==> config.mk <==
export PLATFORM = sky130hd
export DESIGN_NAME = three_term_recurrence_checksum
export DESIGN_NICKNAME = d
export VERILOG_FILES = /design/src/rtl/core/ttrc_pkg.sv /design/src/rtl/core/ttrc_step.sv /design/src/rtl/core/ttrc_state.sv /design/src/rtl/core/three_term_recurrence_checksum.sv
export SDC_FILE = /design/constraint.sdc
export NUM_CORES = 1
export LEC_CHECK = 0
export BUFFER_PORTS_ARGS = -buffer_cell sky130_fd_sc_hd__buf_2
export CORE_MARGIN = 3
export CORE_UTILIZATION = 26
export DETAILED_ROUTE_END_ITERATION = 7
export SYNTH_ARGS = -nofsm -noshare
export SYNTH_HDL_FRONTEND = slang
export SYNTH_SLANG_ARGS = --single-unit
==> constraint.sdc <==
create_clock -name clock -period 16.1 [get_ports clock]
set_input_delay 0.805 -clock clock [delete_from_list [all_inputs] [get_ports clock]]
set_output_delay 0.805 -clock clock [all_outputs]
set_load 0.05 [all_outputs]
==> src/rtl/core/ttrc_pkg.sv <==
// shared types and constants for the three-term recurrence checksum
package ttrc_pkg;

   localparam logic [7:0]  FIRST_OFFSET = 8'd7;
   localparam logic [7:0]  ALPHA_MUL    = 8'd17;
   localparam logic [7:0]  BETA_MUL     = 8'd31;
   localparam logic [16:0] SUM_MOD      = 17'd65535;

   localparam logic [15:0] TERM_RESET   = 16'd1;

   typedef struct packed {
      logic        in_message;
      logic [7:0]  byte_position;
      logic [15:0] older_term;
      logic [15:0] newer_term;
   } rec_state_type;

endpackage

==> src/rtl/core/ttrc_step.sv <==
// one recurrence step: new checksum and next state from a byte and the current state
module ttrc_step
   import ttrc_pkg::*;
(
   input  logic [7:0]    data_byte,
   input  logic          last_byte,
   input  rec_state_type cur_state,
   output logic [15:0]   checksum,
   output rec_state_type next_state
);

   logic [7:0]  alpha;
   logic [7:0]  beta;
   logic [8:0]  coef;
   logic [24:0] prod_new;
   logic [23:0] prod_old;
   logic        no_borrow;
   logic [24:0] diff;
   logic [16:0] fold_sum;
   logic [15:0] fold_mod;
   logic [15:0] rec_result;
   logic [15:0] first_term;

   // position products only matter mod 256, so the low byte is enough
   assign alpha = 8'(cur_state.byte_position * ALPHA_MUL);
   assign beta  = 8'(cur_state.byte_position * BETA_MUL);
   assign coef  = {1'b0, data_byte} + {1'b0, alpha};

   assign prod_new = 25'(coef) * 25'(cur_state.newer_term);
   assign prod_old = 24'(beta) * 24'(cur_state.older_term);

   // 2^64 is 1 mod 65535, so a wrapped difference d reduces as -(|d| - 1)
   assign no_borrow = prod_new >= {1'b0, prod_old};
   assign diff      = no_borrow ? (prod_new - {1'b0, prod_old})
                                : ({1'b0, prod_old} - prod_new - 25'd1);

   // 65536 is 1 mod 65535: fold the high bits onto the low half
   assign fold_sum = {8'd0, diff[24:16]} + {1'b0, diff[15:0]};
   assign fold_mod = (fold_sum >= SUM_MOD) ? 16'(fold_sum - SUM_MOD) : fold_sum[15:0];

   always_comb begin
      if (no_borrow) begin
         rec_result = fold_mod;
      end else if (fold_mod == 16'd0) begin
         rec_result = 16'd0;
      end else begin
         rec_result = SUM_MOD[15:0] - fold_mod;
      end
   end

   assign first_term = {8'd0, data_byte} + {8'd0, FIRST_OFFSET};

   always_comb begin
      if (!cur_state.in_message) begin
         checksum                 = first_term;
         next_state.older_term    = TERM_RESET;
         next_state.newer_term    = first_term;
         next_state.byte_position = 8'd1;
         next_state.in_message    = 1'b1;
      end else begin
         checksum                 = rec_result;
         next_state.older_term    = cur_state.newer_term;
         next_state.newer_term    = rec_result;
         next_state.byte_position = cur_state.byte_position + 8'd1;
         next_state.in_message    = 1'b1;
      end
      if (last_byte) begin
         next_state.in_message    = 1'b0;
         next_state.byte_position = 8'd0;
      end
   end

endmodule

==> src/rtl/core/ttrc_state.sv <==
// recurrence state registers: message flag, position and the two terms
module ttrc_state
   import ttrc_pkg::*;
(
   input  logic          clock,
   input  logic          reset,
   input  logic          update,
   input  rec_state_type state_in,
   output rec_state_type state_out
);

   rec_state_type state_ff;

   always_ff @(posedge clock) begin
      if (reset) begin
         state_ff.in_message    <= 1'b0;
         state_ff.byte_position <= 8'd0;
         state_ff.older_term    <= TERM_RESET;
         state_ff.newer_term    <= TERM_RESET;
      end else if (update) begin
         state_ff <= state_in;
      end
   end

   assign state_out = state_ff;

endmodule

==> src/rtl/core/three_term_recurrence_checksum.sv <==
// top level of the three-term recurrence checksum
//
//   channel  direction  payload
//   req      in         req_data_byte[7:0], req_last_byte
//   rsp      out        rsp_checksum[15:0], rsp_done_res
//
// one byte per cycle sustained while rsp is not stalled; a byte lands in the
// input register at its transfer and moves into the result register, which
// drives rsp_valid, once the result register is free.
// the step logic (two small multiplies, subtract, fold mod 65535) sits between
// those registers and updates the state in place.
// reset clears the open-message flag and position and sets both terms to one.
// a stall on rsp holds the result register and backs up into req_stall.
module three_term_recurrence_checksum
   import ttrc_pkg::*;
(
   input  logic        clock,
   input  logic        reset,

   input  logic        req_valid,
   output logic        req_stall,
   input  logic [7:0]  req_data_byte,
   input  logic        req_last_byte,

   output logic        rsp_valid,
   input  logic        rsp_stall,
   output logic [15:0] rsp_checksum,
   output logic        rsp_done_res
);

   logic          in_valid_ff;
   logic          in_valid_in;
   logic [7:0]    in_byte_ff;
   logic          in_last_ff;
   logic          out_valid_ff;
   logic          out_valid_in;
   logic [15:0]   out_sum_ff;
   logic          out_done_ff;
   logic          out_free;
   logic          fire;
   logic          in_load;
   logic [15:0]   step_sum;
   rec_state_type cur_state;
   rec_state_type next_state;

   assign out_free  = !out_valid_ff || !rsp_stall;
   assign fire      = in_valid_ff && out_free;
   assign req_stall = in_valid_ff && !out_free;
   assign in_load   = !req_stall;

   assign in_valid_in  = in_load ? req_valid : in_valid_ff;
   assign out_valid_in = out_free ? in_valid_ff : out_valid_ff;

   always_ff @(posedge clock) begin
      if (reset) begin
         in_valid_ff  <= 1'b0;
         out_valid_ff <= 1'b0;
      end else begin
         in_valid_ff  <= in_valid_in;
         out_valid_ff <= out_valid_in;
      end
   end

   always_ff @(posedge clock) begin
      if (in_load) begin
         in_byte_ff <= req_data_byte;
         in_last_ff <= req_last_byte;
      end
   end

   // result register takes the step output on each transfer through the core
   always_ff @(posedge clock) begin
      if (fire) begin
         out_sum_ff  <= step_sum;
         out_done_ff <= in_last_ff;
      end
   end

   ttrc_step u_step (
      .data_byte  (in_byte_ff),
      .last_byte  (in_last_ff),
      .cur_state  (cur_state),
      .checksum   (step_sum),
      .next_state (next_state)
   );

   ttrc_state u_state (
      .clock     (clock),
      .reset     (reset),
      .update    (fire),
      .state_in  (next_state),
      .state_out (cur_state)
   );

   assign rsp_valid    = out_valid_ff;
   assign rsp_checksum = out_sum_ff;
   assign rsp_done_res = out_done_ff;

endmodule
Yosys cells after proc, flatten, opt, wreduce, memory -nomap -nowiden
Cells that the tools add are included.

Bits of input ports: 13. Output and inout bits: 19. Register bits: 69. Logic and storage cells: 39.

Magnitude comparators: 2. Reductions and logical operators: 7. Add/sub/neg operators: 9. $mul: 4. Muxes and demuxes: 7.

Operators with widths (count): 16-bit two-way mux (4); 40-bit two-way mux (1); 25-bit by 24-bit greater-or-equal comparator with 1-bit output (1); 9-bit by 16-bit multiplier with 25-bit output (1); 25-bit two-way mux (1); 24-bit by 25-bit subtractor with 25-bit output (1); 25-bit by 1-bit subtractor with 25-bit output, second input constant (1); 25-bit by 24-bit subtractor with 25-bit output (1); 8-bit by 16-bit multiplier with 24-bit output (1); 9-bit by 16-bit adder with 17-bit output (1); 17-bit by 16-bit greater-or-equal comparator with 1-bit output, second input constant (1); 16-bit logical NOT (1); 8-bit by 5-bit multiplier with 8-bit output, second input constant (2); 16-bit subtractor, first input constant (1); 16-bit subtractor, second input constant (1); 8-bit by 3-bit adder with 9-bit output, second input constant (1); 8-bit by 8-bit adder with 9-bit output (1); 9-bit two-way mux (1); 8-bit by 1-bit adder with 8-bit output, second input constant (1); 1-bit logical NOT (3); 1-bit logical AND (2); 1-bit logical OR (1).

Depth between registers and ports, before layout
Gate-level depths: netlist (run 1).

Depth after elaboration: 14. Gate-level depth with buffers: 64. Depth with buffers taken out: 62.

Modules after synthesis
From an unflattened synthesis (run 1), not the netlist that was laid out.

Cell total of the unflattened synthesis: 1953. Area total of the unflattened synthesis: 16273.1 um^2.

By module, submodules not included: ttrc_step (instances 1, area an instance 13907.1 um^2, seq. area each 0.0 um^2, cells each 1785); ttrc_state (instances 1, area an instance 1502.7 um^2, seq. area each 820.8 um^2, cells each 133); three_term_recurrence_checksum (instances 1, area an instance 863.3 um^2, seq. area each 820.8 um^2, cells each 35).

Worst setup path after synthesis (run 1)
Ideal clock, no wire load.

Kind: register -> register. From: register u_state.state_ff, in the netlist u_state.state_out[33]. To: register out_sum_ff[12] (netlist: rsp_checksum[12]), data pin. Arrival: 13.864 ns. Period minus slack after synthesis: 14.119 ns. Library setup time: 0.255 ns. Path slack: 1.981 ns. Stages on the path, launching flop included: 57. Path through: dfxtp_1 fa_1 inv_1 fa_1 fa_1 maj3_1 o21bai_1 a21oi_1 xnor2_1 clkbuf_1 and2_1 fa_1 inv_1 fa_1 fa_1 fa_1 inv_1 ha_1 [21 not listed] a21oi_1 xnor2_1 ha_1 a211oi_1 nor2_1 or3b_2 a41o_1 a21o_1 nor2_1 mux2i_1 a211o_1 or4_4 a221oi_2 o221ai_2 or3_1 buf_2 or2_4 and3_1.

Word-level cells in the longest chain between the ends: 13. Elaborated cells between the ends (all ways): 19. Those cells by class: add/sub (7); mul (4); order compare (2); mux (5); reduce/logical (1).

Ends and longest elaborated chain: start, declared (line ttrc_state.sv:12) `rec_state_type state_ff;`; start signal, assigned (line ttrc_state.sv:21) `state_ff <= state_in;`; 8-bit by 5-bit multiplier with 8-bit output (line ttrc_step.sv:25) `assign alpha = 8'(cur_state.byte_position * ALPHA_MUL);`; 8-bit by 8-bit adder with 9-bit output (line ttrc_step.sv:27) `assign coef = {1'b0, data_byte} + {1'b0, alpha};`; 9-bit by 16-bit multiplier with 25-bit output (line ttrc_step.sv:29) `assign prod_new = 25'(coef) * 25'(cur_state.newer_term);`; 24-bit by 25-bit subtractor with 25-bit output (line ttrc_step.sv:35) `: ({1'b0, prod_old} - prod_new - 25'd1);`; 25-bit by 1-bit subtractor with 25-bit output (line ttrc_step.sv:35); 25-bit two-way mux (line ttrc_step.sv:34) `assign diff = no_borrow ? (prod_new - {1'b0, prod_old})`; 9-bit by 16-bit adder with 17-bit output (line ttrc_step.sv:38) `assign fold_sum = {8'd0, diff[24:16]} + {1'b0, diff[15:0]};`; 16-bit subtractor or 17-bit by 16-bit greater-or-equal comparator with 1-bit output (tied branches) (line ttrc_step.sv:39) `assign fold_mod = (fold_sum >= SUM_MOD) ? 16'(fold_sum - SUM_MOD) : fold_sum[15:0];`; 16-bit two-way mux (line ttrc_step.sv:39); 16-bit subtractor or 16-bit logical NOT (tied branches) (line ttrc_step.sv:47, ttrc_step.sv:44); 16-bit two-way mux (line ttrc_step.sv:44) `end else if (fold_mod == 16'd0) begin`; 16-bit two-way mux * (line ttrc_step.sv:42) `if (no_borrow) begin`; 16-bit two-way mux * (line ttrc_step.sv:54) `if (!cur_state.in_message) begin`; end signal, assigned (line three_term_recurrence_checksum.sv:74) `out_sum_ff <= step_sum;`; end, declared (line three_term_recurrence_checksum.sv:37) `logic [15:0] out_sum_ff;`.

Mark *: on every way between the ends. The rest lies on a longest branch, timed or not. A chain may end at the register's enable or synchronous reset.

Worst setup path in the final report (run 1)
From: register u_state.state_ff, in the netlist u_state.state_out[34]. To: register out_sum_ff[11] (netlist: rsp_checksum[11]), data pin.

Same word-level chain as after synthesis.

==> results of run 1 <==
==> cell families after synthesis <==
family | Yosys count | synth area share
AO/OA/AOI/OAI | 342 | 0.144
multiplexers | 15 | 0.0105
AND/OR/NAND/NOR | 622 | 0.196
XOR/XNOR | 126 | 0.0716
adder cells (fa/ha/maj) | 368 | 0.385
flip-flops | 69 | 0.104
buffers and inverters | 368 | 0.0886
==> critical path, delay by kind of cell (launching register included) <==
family	cells	cell delay, ns
xor gates and xnor gates	4	0.70
buffers and inverters	7	0.57
DFF	1	0.56
muxes	1	0.18
adders and majority gates	12	5.21
and+or+nand+nor	14	3.23
AOI/OAI and AO/OA	22	4.44
==> path summary, 6_finish.rpt <==
| check | slack (ns) | endpoint | depth (start not counted) | startpoint |
|---|---|---|---|---|
| max | 0.92 | rsp_checksum[11] | 60 | u_state.state_out[34] |
| min | 0.54 | rsp_valid | 2 | rsp_valid |
| max reg2reg | 0.92 | rsp_checksum[11] | 60 | u_state.state_out[34] |
| min reg2reg | 0.54 | rsp_valid | 2 | rsp_valid |
==> layout by cell type, fill, tap and decap left out, types with 12 or more instances in the layout <==
cell type	instances
nand2b_1	12
ha_1	169
xnor2_1	89
a21oi_1	115
xor2_1	35
o21bai_1	32
edfxtp_1	26
nand3_1	41
nor3_1	26
fa_1	197
nand2_1	210
nor2b_1	28
a211oi_1	15
buf_2	31
inv_1	293
buf_4	17
and2_1	142
a21o_1	30
o21ai_0	50
dfxtp_1	43
nor2_1	100
==> registers in the layout, summed over array words and instances, names as in the netlist <==
name / flops
rsp_done_res: 1
u_state.state_out: 41
in_last_ff: 1
in_byte_ff: 8
in_valid_ff: 1
rsp_checksum: 16
rsp_valid: 1
==> per-stage QoR <==
stage | instances | cell area, um^2 | hold slack (ns)
after global placement | 2659 | 16700 | 0.504
after CTS | 2675 | 17100 | 0.539
after detailed placement | 2659 | 16700 | 0.525
final | 2675 | 17100 | 0.543
after floorplan | 1910 | 15800 | 0.447
after global routing | 2675 | 17100 | 0.558
==> cell usage after synthesis (5+ instances only) <==
| cell | count | area, um^2 |
|---|---|---|
| nor3_1 | 26 | 130 |
| nand2_1 | 210 | 788 |
| nand2b_1 | 13 | 81.3 |
| xor2_1 | 35 | 307 |
| o221ai_1 | 7 | 61.3 |
| o21bai_1 | 32 | 240 |
| edfxtp_1 | 26 | 781 |
| or3_1 | 9 | 56.3 |
| a211o_1 | 5 | 43.8 |
| a22o_1 | 6 | 52.6 |
| nor2b_1 | 28 | 175 |
| buf_1 | 6 | 22.5 |
| nand4_1 | 9 | 56.3 |
| buf_2 | 7 | 35.0 |
| ha_1 | 169 | 2110 |
| nand3_1 | 41 | 205 |
| o21a_1 | 7 | 52.6 |
| a21oi_1 | 115 | 576 |
| inv_1 | 294 | 1100 |
| a31oi_1 | 9 | 56.3 |
| dfxtp_1 | 43 | 861 |
| mux2i_1 | 11 | 110 |
| xnor2_1 | 89 | 780 |
| nor2_1 | 101 | 379 |
| and2_1 | 142 | 888 |
| nor4_1 | 5 | 31.3 |
| fa_1 | 197 | 3940 |
| a21o_1 | 30 | 225 |
| clkbuf_1 | 58 | 218 |
| and3_1 | 11 | 68.8 |
| o21ai_0 | 50 | 250 |
| a211oi_1 | 16 | 120 |
| o211ai_1 | 8 | 60.1 |
==> metal layers <==
metal	vias to the layer above	wire (um)	global-route usage
li1	6200	-	-
met5	-	0	0
met2	396	21100	0.242
met3	50	2140	0.00906
met4	0	891	0.0305
met1	6573	21000	0.198
==> final cells by class <==
cell class                 count  area share
clock buffer                  11      0.0154
clock inverter                 5     0.00329
inverter                     296      0.0650
multi-input combinational   1473       0.747
sequential                    69      0.0960
tap                          773      0.0566
timing repair buffer          48      0.0165
==> results.tsv, run 1 <==
metric	value	unit
numCtsBuffers	9	
antenna_found_initial	2	
multi_input_area	12800	um^2
die-area	63700	um^2
setup_ws	0.916	ns
start_kind	register	
grt_pass1_wl	72500	um
routed-via-count	13200	
die_h	252	um
drv_slew	0	
synth_seq_cells	69	
cts_resized	0	
viasPerCell	4.94	
path_class	register to register	
fmax	65.9	MHz
syn_area_per_cell	8.26	um^2
fin_nets	2276	
synth_edf_count	26	
clockRootBuffer	clkbuf_16	
ys_types	84	
seq_area	1640	um^2
drt-initial-drc-count	843	
start_util	0.265	
drtAntennaViolNets	0	
tns	0	ns
drive_gt1_frac	0.0536	
cts_setup_buffers	0	
fillers	6341	
num_io_pins	32	
gr-total-overflow	0	
netlist_instances	1910	
clkTransAtPathRegs	0.06	ns
clock_path_buffers	2	
timing.final.crit_share	0.943	
grt_usage	0.142	
syn_area	15800	um^2
dieWidth	252	um
crit_path_top_delay_cell	dfxtp_1	
fin_worst_skew	0.0101	ns
clk_latency	0.34	ns
drt_first_pass_iters	6	
dp_slack	0.883	ns
ys_seq_area_frac	0.104	
ys_warn_count	0	
clock-sinks	69	
cts_htree_levels	3	
synth_top_flop_cell	dfxtp_1	
core_area	59600	um^2
port_buffers	31	
slowest_delay	0.56	ns
crit_required	16.20	ns
drc	0	
cap_violations	0	
final_util	0.287	
grt_pass1_vias	13500	
diodes	0	
cp-end-kind	register	
slew_headroom	0.500	
setup_viol_count_final	0	
rows	89	
cts_hold_buf	0	
hold_class	register to register	
syn-num-nets	2289	
grt_max_degree	47	
layout_min_cycle_time	15.18	ns
worst_pin_slew	0.742	ns
area_growth	8.34	%
status	finished clean	
drt-total-wl	45200	um
gp_routability_congestion	0.936	
hold_viol_final	0	
crit_top_cell	fa_1	
async_flop_share	0	
cts_tree	done	
cp_max_fo	16	
dp_hpwl	36900	um
worstPathArrival	15.28	ns
route.detailed.wl_per_inst	16.9	um
Power of run 1 is not shown: default switching activity piles up to over one toggle a cycle in this logic, so the estimate is an artifact.
==> inputs of run 2 (changes only) <==
CORE_UTILIZATION = 67   (was 26)
PLACE_DENSITY = 0.84   (was default)
==> run 2 against run 1 <==
  * Die area is 60% lower
  * Setup slack worse by 0.033 ns
  * Hold slack lost 0.0073 ns
  * Non-clock buffer count rose by 2
  * Utilization rose by 44 points
  * Fmax shrank 0.22%
  * Via count rose by 2.6%
  * Critical path depth unchanged
  * Final cell count shrank 17%
  * First-iteration DRC count grew 23%
  * Register-to-register slack lost 0.03 ns
  * Sequential share of layout area rose by 0.32 points
==> results.tsv, run 2 (synthesized netlist as in run 1, its figures left out) <==
metric	value	unit	change
tns	0	ns	unchanged
layout_min_cycle_time	15.22	ns	+0.0330 ns
final_common_cell	inv_1		
hold_class	register to register		
grt_usage	0.333		+0.191
cp-end-kind	register		
fin_nets	2279		+0.13%
port_buffers	31		unchanged
dieWidth	159	um	-37%
drt-total-wl	42400	um	-6.2%
clk_latency	0.34	ns	about the same
cp_max_fo	16		unchanged
die-area	25400	um^2	-60%
drtAntennaViolNets	0		unchanged
path_class	register to register		
clock-sinks	69		unchanged
viasPerCell	6.11		+24%
cts_htree_levels	3		unchanged
route.detailed.wl_per_inst	19.1	um	+13%
routed-via-count	13600		+2.6%
start_kind	register		
fin_worst_skew	0.00708	ns	-0.00302 ns
drive_gt1_frac	0.0572		+0.00359
die_h	159	um	-37%
drt-initial-drc-count	1034		+23%
cts_hold_buf	0		unchanged
core_area	22900	um^2	-62%
final_cell_mix	294 x inv_1, 210 x nand2_1, 197 x fa_1		
worst_pin_slew	0.978	ns	+0.235 ns
diodes	0		unchanged
grt_pass1_vias	13600		+0.55%
drt_first_pass_iters	5		-1
cap_violations	0		unchanged
largest_register_ff_count	41		unchanged
timing.final.crit_share	0.945		+0.00205
drc	0		unchanged
status	finished clean		
cts_resized	0		unchanged
grt_pass1_wl	68800	um	-5.0%
rows	55		-38%
gr-total-overflow	0		unchanged
clkTransAtPathRegs	0.06	ns	about the same
slew_headroom	0.345		-0.155
clock_path_buffers	2		unchanged
area_growth	4.96	%	
grt_max_degree	46		-2.1%
seq_area	1640	um^2	+0.15%
gp_routability_congestion	1.01		+8.2%
hold_viol_final	0		unchanged
rsz0062_at_grt	no		
multi_input_area	12800	um^2	+0.23%
slowest_delay	0.56	ns	about the same
clockRootBuffer	clkbuf_16		
crit_top_cell	inv_1		
fmax	65.7	MHz	-0.22%
drv_slew	0		unchanged
cts_setup_buffers	0		unchanged
cts_tree	done		
antenna_found_initial	1		-1
dp_hpwl	34000	um	-8.0%
num_io_pins	32		unchanged
worstPathArrival	15.31	ns	+0.03 ns
setup_viol_count_final	0		unchanged
numCtsBuffers	9		unchanged
fillers	1748		-72%
crit_required	16.19	ns	about the same
start_util	0.689		+0.424
crit_path_top_delay_cell	or4_4		
run 2: through the flow:
| step | util | cell area (um^2) | worst slack (ns) | std cells | hold slack [ns] |
|---|---|---|---|---|---|
| floorplan | - | 15800 | 1.98 | 1910 | 0.447 |
| global placement | 0.707 | 16200 | 1.10 | 2201 | 0.480 |
| detailed placement | 0.707 | 16200 | 0.791 | 2201 | 0.529 |
| CTS | 0.721 | 16500 | 0.746 | 2217 | 0.541 |
| global route | 0.723 | 16600 | 0.0112 | 2218 | 0.566 |
| finish | 0.723 | 16600 | 0.883 | 2218 | 0.535 |
run 2: layout make-up:
cell class | count | share of cell area
Timing Repair Buffer | 50 | 0.0180
Clock inverter | 5 | 0.00234
Inverter | 296 | 0.0671
Clock buffer | 11 | 0.0166
Tap cell | 313 | 0.0236
Multi-Input combinational cell | 1474 | 0.773
Sequential cell | 69 | 0.0993
run 2: worst paths after layout:
kind                               from          endpoint  slack [ns]  cells past startpoint
setup / recovery  u_state.state_out[35]  rsp_checksum[13]        0.88                     60
setup reg to reg  u_state.state_out[35]  rsp_checksum[13]        0.88                     60
hold reg to reg             in_valid_ff         rsp_valid        0.54                      2
hold / removal              in_valid_ff         rsp_valid        0.54                      2
run 2: worst max-delay path: cells and delay by family (launching register included):
family / cells / cell delay (ns)
AO/OA/AOI/OAI: 23 / 5.10
multiplexers: 1 / 0.12
flip-flops: 1 / 0.49
XOR/XNOR: 3 / 0.39
AND/OR/NAND/NOR: 12 / 3.43
buffers and inverters: 10 / 0.77
adder cells (fa/ha/maj): 11 / 4.65
run 2: per-layer routing:
metal	up-vias	part of all wire	GRT usage
li1	6209	-	-
met1	6561	0.41	0.444
met2	652	0.46	0.542
met3	135	0.078	0.0458
met4	2	0.053	0.151
met5	-	0.00033	0
Power of run 2 is left out for the same reason.
